[src/sv/fir_dec_pkg.sv]
// Shared types and constants for the decimating FIR filter.
package fir_dec_pkg;

   localparam int MAX_TAPS_DEF = 16;

   localparam int SAMPLE_W   = 16;
   localparam int IDX_W      = 4;
   localparam int PROD_W     = 2 * SAMPLE_W;
   localparam int ACC_W      = 40;
   localparam int TAPCNT_W   = 5;
   localparam int CSR_IDX_W  = 4;
   localparam int CSR_DATA_W = 5;

   // The coefficient index field cannot address more entries than this.
   localparam int COEF_LIMIT = 2 ** IDX_W;

   localparam logic [TAPCNT_W-1:0] TAP_COUNT_RST = TAPCNT_W'(12);

   localparam logic CMD_SAMPLE = 1'b0;
   localparam logic CMD_COEF   = 1'b1;

   localparam logic [CSR_IDX_W-1:0] CSR_TAP_COUNT = CSR_IDX_W'(0);
   localparam logic [CSR_IDX_W-1:0] CSR_DECIMATE  = CSR_IDX_W'(1);

   typedef enum logic [1:0] {
      ST_IDLE,
      ST_MAC,
      ST_FLUSH,
      ST_DONE
   } fir_state_type;

endpackage

[src/sv/fir_filter_decimating.sv]
// Decimating FIR filter built around one shared multiply-accumulate unit.
//
//   channel | direction | handshake             | payload
//   --------+-----------+-----------------------+--------------------------------------
//   req     | in        | req_valid / req_ready | command, coef_index, value, frame_start
//   rsp     | out       | rsp_valid / rsp_ready | filtered
//   csr     | in        | csr_valid / csr_ready | index, data
//
// A coefficient word is taken while the block stays idle. A sample word keeps the block
// busy: the single multiplier visits every position of the delay line once while the
// line rotates past a fixed read tap, then the flush state drains the multiply and add
// stages and the done state hands the sum to the output register.
// Reset is synchronous; it clears the delay line, the phase and the control registers, but not
// the coefficient store. A waiting result does not block the next input word; the
// sequencer only holds in its last state while the output register is still full.
module fir_filter_decimating #(
   parameter int MAX_TAPS = fir_dec_pkg::MAX_TAPS_DEF
) (
   input  logic                                  clock,
   input  logic                                  reset,
   input  logic                                  req_valid,
   output logic                                  req_ready,
   input  logic                                  req_command,
   input  logic [fir_dec_pkg::IDX_W-1:0]         req_coef_index,
   input  logic signed [fir_dec_pkg::SAMPLE_W-1:0] req_value,
   input  logic                                  req_frame_start,
   output logic                                  rsp_valid,
   input  logic                                  rsp_ready,
   output logic signed [fir_dec_pkg::ACC_W-1:0]  rsp_filtered,
   input  logic                                  csr_valid,
   output logic                                  csr_ready,
   input  logic [fir_dec_pkg::CSR_IDX_W-1:0]     csr_index,
   input  logic [fir_dec_pkg::CSR_DATA_W-1:0]    csr_data
);

   localparam int COEF_DEPTH = (MAX_TAPS < fir_dec_pkg::COEF_LIMIT) ?
                               MAX_TAPS : fir_dec_pkg::COEF_LIMIT;
   localparam int COEF_AW    = (COEF_DEPTH > 1) ? $clog2(COEF_DEPTH) : 1;
   localparam int CNT_W      = (MAX_TAPS > 1) ? $clog2(MAX_TAPS) : 1;
   localparam logic [CNT_W-1:0] CNT_LAST = CNT_W'(MAX_TAPS - 1);

   fir_dec_pkg::fir_state_type state_ff, state_in;

   logic [fir_dec_pkg::TAPCNT_W-1:0] tap_count_ff;
   logic                             decimate_ff;
   logic                             odd_phase_ff, odd_phase_in;
   logic                             emit_ff, emit_in;
   logic [CNT_W-1:0]                 cnt_ff, cnt_in;
   logic                             flush_ff, flush_in;

   logic signed [fir_dec_pkg::SAMPLE_W-1:0] tap_ff [MAX_TAPS];
   logic signed [fir_dec_pkg::SAMPLE_W-1:0] coef_mem [COEF_DEPTH];

   logic signed [fir_dec_pkg::SAMPLE_W-1:0] coef_rd_ff;
   logic signed [fir_dec_pkg::SAMPLE_W-1:0] samp_ff;
   logic                                    use1_ff, use1_in;
   logic signed [fir_dec_pkg::PROD_W-1:0]   prod_ff;
   logic                                    use2_ff;
   logic signed [fir_dec_pkg::ACC_W-1:0]    acc_ff;

   logic                                    rsp_valid_ff;
   logic signed [fir_dec_pkg::ACC_W-1:0]    rsp_filtered_ff;

   logic req_fire, sample_fire, coef_fire, mac_step, out_free, load_out;

   assign req_fire    = req_valid && req_ready;
   assign sample_fire = req_fire && (req_command == fir_dec_pkg::CMD_SAMPLE);
   assign coef_fire   = req_fire && (req_command == fir_dec_pkg::CMD_COEF);
   assign out_free    = !rsp_valid_ff || rsp_ready;
   assign csr_ready   = 1'b1;
   assign rsp_valid    = rsp_valid_ff;
   assign rsp_filtered = rsp_filtered_ff;

   // Next state.
   always_comb begin
      state_in = state_ff;
      case (state_ff)
         fir_dec_pkg::ST_IDLE: begin
            if (sample_fire) state_in = fir_dec_pkg::ST_MAC;
         end
         fir_dec_pkg::ST_MAC: begin
            if (cnt_ff == CNT_LAST) state_in = fir_dec_pkg::ST_FLUSH;
         end
         fir_dec_pkg::ST_FLUSH: begin
            if (flush_ff) state_in = fir_dec_pkg::ST_DONE;
         end
         fir_dec_pkg::ST_DONE: begin
            if (!emit_ff || out_free) state_in = fir_dec_pkg::ST_IDLE;
         end
         default: state_in = fir_dec_pkg::ST_IDLE;
      endcase
   end

   // Sequencer outputs.
   always_comb begin
      req_ready = 1'b0;
      mac_step  = 1'b0;
      load_out  = 1'b0;
      case (state_ff)
         fir_dec_pkg::ST_IDLE:  req_ready = 1'b1;
         fir_dec_pkg::ST_MAC:   mac_step  = 1'b1;
         fir_dec_pkg::ST_FLUSH: ;
         fir_dec_pkg::ST_DONE:  load_out  = emit_ff && out_free;
         default: ;
      endcase
   end

   always_comb begin
      cnt_in = cnt_ff;
      if (mac_step) cnt_in = (cnt_ff == CNT_LAST) ? '0 : cnt_ff + CNT_W'(1);
      flush_in = (state_ff == fir_dec_pkg::ST_FLUSH) ? !flush_ff : 1'b0;
      // Taps past the configured count, or past the coefficient store, add nothing.
      use1_in = mac_step && (32'(cnt_ff) < 32'(tap_count_ff)) && (32'(cnt_ff) < COEF_DEPTH);
      odd_phase_in = odd_phase_ff;
      emit_in      = emit_ff;
      if (sample_fire) begin
         odd_phase_in = req_frame_start ? 1'b1 : !odd_phase_ff;
         emit_in      = !decimate_ff || req_frame_start || !odd_phase_ff;
      end
   end

   always_ff @(posedge clock) begin
      if (reset) begin
         state_ff     <= fir_dec_pkg::ST_IDLE;
         tap_count_ff <= fir_dec_pkg::TAP_COUNT_RST;
         decimate_ff  <= 1'b0;
         odd_phase_ff <= 1'b0;
         emit_ff      <= 1'b0;
         cnt_ff       <= '0;
         flush_ff     <= 1'b0;
         use1_ff      <= 1'b0;
         use2_ff      <= 1'b0;
         rsp_valid_ff <= 1'b0;
      end else begin
         state_ff     <= state_in;
         odd_phase_ff <= odd_phase_in;
         emit_ff      <= emit_in;
         cnt_ff       <= cnt_in;
         flush_ff     <= flush_in;
         use1_ff      <= use1_in;
         use2_ff      <= use1_ff;
         if (csr_valid && csr_ready) begin
            case (csr_index)
               fir_dec_pkg::CSR_TAP_COUNT: tap_count_ff <= csr_data[fir_dec_pkg::TAPCNT_W-1:0];
               fir_dec_pkg::CSR_DECIMATE:  decimate_ff  <= csr_data[0];
               default: ;
            endcase
         end
         if (load_out) rsp_valid_ff <= 1'b1;
         else if (rsp_ready) rsp_valid_ff <= 1'b0;
      end
   end

   // Delay line: shifts on a sample word, then rotates once per tap so that every
   // position passes the read tap at index zero and the line ends up restored.
   always_ff @(posedge clock) begin
      if (reset) begin
         for (int i = 0; i < MAX_TAPS; i++) tap_ff[i] <= '0;
      end else if (sample_fire) begin
         tap_ff[0] <= req_value;
         for (int i = 1; i < MAX_TAPS; i++) tap_ff[i] <= req_frame_start ? '0 : tap_ff[i-1];
      end else if (mac_step) begin
         for (int i = 0; i < MAX_TAPS - 1; i++) tap_ff[i] <= tap_ff[i+1];
         tap_ff[MAX_TAPS-1] <= tap_ff[0];
      end
   end

   // Coefficient store with a registered read port.
   always_ff @(posedge clock) begin
      if (coef_fire && (32'(req_coef_index) < COEF_DEPTH)) begin
         coef_mem[req_coef_index[COEF_AW-1:0]] <= req_value;
      end
      coef_rd_ff <= coef_mem[cnt_ff[COEF_AW-1:0]];
   end

   // Multiply and accumulate stages.
   always_ff @(posedge clock) begin
      samp_ff <= tap_ff[0];
      prod_ff <= coef_rd_ff * samp_ff;
      if (sample_fire) acc_ff <= '0;
      else if (use2_ff) acc_ff <= acc_ff + fir_dec_pkg::ACC_W'(prod_ff);
      if (load_out) rsp_filtered_ff <= acc_ff;
   end

   a_acc_only_when_busy: assert property (@(posedge clock) disable iff (reset)
      use2_ff |-> (state_ff == fir_dec_pkg::ST_MAC || state_ff == fir_dec_pkg::ST_FLUSH))
      else $error("accumulator updated outside the tap sweep");

   a_idle_count_zero: assert property (@(posedge clock) disable iff (reset)
      (state_ff == fir_dec_pkg::ST_IDLE) |-> (cnt_ff == '0))
      else $error("tap counter not back at zero when idle");

   a_result_loaded: assert property (@(posedge clock) disable iff (reset)
      (state_ff == fir_dec_pkg::ST_DONE && emit_ff && out_free) |=> rsp_valid_ff)
      else $error("finished sum did not reach the output register");

endmodule

[config.mk]
export PLATFORM = sky130hd
export DESIGN_NAME = fir_filter_decimating
export DESIGN_NICKNAME = d
export VERILOG_FILES = /design/src/sv/fir_dec_pkg.sv /design/src/sv/fir_filter_decimating.sv
export SDC_FILE = /design/constraint.sdc
export NUM_CORES = 2
export LEC_CHECK = 0
export BUFFER_PORTS_ARGS = -buffer_cell sky130_fd_sc_hd__buf_2
export CORE_MARGIN = 1.5
export CORE_UTILIZATION = 57
export CTS_CLUSTER_DIAMETER = 200
export DETAILED_ROUTE_END_ITERATION = 7
export PLACE_DENSITY = 0.81
export SLEW_MARGIN = 20
export SYNTH_ARGS = -nofsm -noshare
export SYNTH_HDL_FRONTEND = slang
export SYNTH_SLANG_ARGS = --single-unit
[constraint.sdc]
create_clock -name clock -period 5.76 [get_ports clock]
set_input_delay 0.576 -clock clock [delete_from_list [all_inputs] [get_ports clock]]
set_output_delay 0.576 -clock clock [all_outputs]
set_load 0.02 [all_outputs]
==> summary.txt <==
Status
  • Status: finished with violations
  • Failing checks: setup timing

STA
  • Worst setup margin: -0.185 ns
  • Final setup fails: 2
  • Minimum clock period after layout: 5.95 ns
  • Final-report hold violation count: 0
  • Slew Limit Fails: 0
  • Worst-Margin Slew: 1.01 ns
  • Share of the clock period used by the worst path: 103%
  • Slew HR: 32.8%
  • Skew final: 0.0400 ns
  • Max Clk Rate: 168 MHz
  • RSZ-0062 raised after global routing: yes

Detailed routing
  • Final wirelength: 81,100 um
  • DRT Pass-1 Iters: 7
  • Post-route ant nets: 0
  • Via/cell ratio: 5.90
  • Wire length on met1: 32,300 um
  • WL/cell: 21.5 um
  • Routed length on met3: 5400 um
  • Remaining DRCs: 0
  • DR WL met2: 40,600 um
  • Uppermost layer routed: met5
  • Routed via count: 22,300
  • Initial DRC Count: 1,850

Setup path
  • CP most frequent cell: fa_1
  • Critical path's largest stage delay: 0.57 ns
  • Crit path buf inv count: 5
  • Crit path max-delay family: adder cells
  • Worst Path Arrival: 6.43 ns
  • Worst path slowest cell: fa_1
  • CP Data Required Time: 6.25 ns
  • WS Path Type: reg2reg
  • R2R setup slack: -0.19 ns
  • Type of origin of the critical path: flip-flop
  • FF-to-FF Start: coef_rd_ff[2]
  • Critical path, cell by cell: buf_4 -> buf_4 -> and2_1 -> fa_1 -> fa_1 -> fa_1 -> fa_1 -> fa_1 -> inv_1 -> fa_1 -> inv_1 -> ha_4 -> inv_2 -> nor2_1 -> a221o_1 -> a31oi_4 -> o21ai_2 -> a221o_1 -> a221oi_2 -> o21bai_1 -> xnor2_1
  • Worst reg-to-reg path cell count: 21
  • Worst Setup End Kind: flip-flop
  • Reg2reg end: prod_ff[31]
  • Crit-path max FO: 4

Placement
  • Routability Congestion: 0.900
  • DP HPWL: 53,100 um
  • Port Buffers: 77

Clocking
  • Clk sinks: 674
  • Clock root buffer: clkbuf_16
  • CTS tree: yes
  • CTS Buffer Depth: 3
  • CTS Hold Buffers Added: 0
  • CTS Buf Count: 69
  • Clk pin slew, worst setup/hold paths: 0.06 ns
  • CTS H-tree depth: 3
  • Clk Latency, worst-skew pair: 0.63 ns

Logic synthesis
  • Synth area leaders: edfxtp_1 (45%), fa_1 (14%), dfxtp_1 (6.7%), a22o_1 (5.8%), mux4_2 (4.9%)
  • Area share of the leading cell type in the synthesized netlist: 45.4%
  • Number of synthesized register bits: 674
  • YS warnings: 0
  • Asr flop ratio synth: 0%
  • Syn Inst Count: 2,692
  • Avg Cell Area, Syn: 13.5 um2
  • Post-synthesis sequential area ratio: 52.1%
  • Unique masters post-synth: 64
  • Synth area leader: edfxtp_1
  • Number of synthesized flops with an enable pin: 552
  • Net Count, Synth: 3,121
  • Post-Syn Area: 36,500 um2
  • Top post-synthesis cells by count: edfxtp_1 (552), inv_1 (324), fa_1 (263)
  • Top-count cell post-synth: edfxtp_1
  • Main synth FF type: edfxtp_1

Floorplanning
  • Starting density of the core: 57.7%
  • Core Region: 63,200 um2
  • I/O pin cnt: 79
  • Die area: 65,500 um2
  • FP Rows: 92
  • Die width: 256 um
  • Die height: 256 um

Finish
  • Fin util: 65.5%
  • Layout cell share with drive strength beyond 1: 17.7%
  • Final #Nets: 3,300
  • Layout area overhead: 13.5%
  • Fillcell total: 4,402

Worst hold path
  • Hold Crit Class: in2reg
  • Hold Path Depth: 3
  • End of the worst hold path: tap_count_ff[2]
  • Hold path start: csr_data[2]

GRT
  • First-pass GRT wire length: 127,000 um
  • Gr ovfl total: 0
  • GRT Util Overall: 24.8%
  • Largest net degree at the start of global routing: 206
  • Initial antenna violation count: 8
  • Number of global-route vias before repair: 23,300

Flow run
  • Max-capacitance violation count: 0
[what timing repair did]
| action | 4_1_cts | 5_1_grt |
|---|---|---|
| hold endpoints to repair | 0 | 0 |
| setup buffers | 10 | 5 |
| pin swaps | 25 | 43 |
| setup endpoints to repair | 9 | 10 |
| resized for setup | 39 | 39 |
[worst max-delay path by stage]
stage | from | to | slack (ns) | cells past startpoint
global route | samp_ff[1] | prod_ff[31] | -0.36 | 22
finish | coef_rd_ff[2] | prod_ff[31] | -0.19 | 21
global placement | samp_ff[4] | prod_ff[31] | -0.24 | 21
detailed placement | samp_ff[4] | prod_ff[31] | -0.35 | 19
CTS | samp_ff[6] | prod_ff[31] | -0.16 | 21
floorplan | samp_ff[9] | prod_ff[31] | -0.03 | 21
[state kept, by name, summed over array words and instances (netlist names)]
name          flops
acc_ff           40
use1_ff           1
tap_ff          256
coef_mem        256
samp_ff          16
odd_phase_ff      1
decimate_ff       1
flush_ff          1
rsp_valid         1
use2_ff           1
prod_ff          32
tap_count_ff      5
emit_ff           1
rsp_filtered     40
coef_rd_ff       16
state_ff          2
cnt_ff            4
[tightest hold or removal path: cells and delay by family]
family	cells	cell delay [ns]
buffers and inverters	1	0.07
AOI/OAI and AO/OA	1	0.07
and+or+nand+nor	1	0.04
[placed cells by master, fill, tap and decap left out, types with 22 or more instances in the layout]
master | synthesis | final
inv_1 | 324 | 313
dfxtp_1 | 122 | 94
xor2_1 | 22 | 22
fa_1 | 263 | 258
clkbuf_16 | 0 | 70
buf_4 | 1 | 151
a22o_1 | 240 | 240
ha_1 | 130 | 124
nand2_1 | 195 | 190
mux2i_1 | 29 | 29
a21oi_1 | 82 | 76
buf_2 | 0 | 77
and2_1 | 124 | 115
xnor2_1 | 46 | 46
nor2_1 | 77 | 75
nand3_1 | 29 | 28
edfxtp_1 | 552 | 552
a21o_1 | 42 | 42
mux4_2 | 80 | 80
[stage by stage]
step	area [um2]	TNS [ns]	cells	worst slack [ns]	hold slack, ns
6_report	41400	-0.259	3774	-0.185	0.167
5_1_grt	41400	-1.24	3773	-0.363	0.183
4_1_cts	41200	-0.218	3765	-0.162	0.146
3_5_place_dp	38700	-1.54	3630	-0.348	0.397
3_3_place_gp	38700	-0.630	3630	-0.242	0.400
2_1_floorplan	36700	-0.0304	2692	-0.0304	0.371
[cell families after synthesis]
kind of cell	count (synthesis)	synth area share [%]
simple gates	506	6.73
compound gates	482	10.1
flops	674	52.1
buf+inv	457	4.71
xor+xnor	68	1.63
mux	111	5.80
other cells	1	0.0103
fa+ha+maj	393	18.9
[per-layer routing]
layer,global-route usage [%],up-vias
li1,-,9966
met1,31.9,11200
met2,42.7,892
met3,4.32,188
met4,8.83,8
met5,0,-
[area by class of cell]
class	count	area, um2	share of cell area (%)
Antenna cell	3	7.51	0.0181
Clock buffer	87	1860	4.48
Clock inverter	38	427	1.03
Inverter	324	1220	2.94
Multi-Input combinational cell	1561	16000	38.7
Sequential cell	674	19100	46.1
Tap cell	846	1060	2.56
Timing Repair Buffer	241	1720	4.17
Power is left out: the tool's default activity adds up to more than one toggle a clock period on the data nets, which glitch-free logic cannot reach.
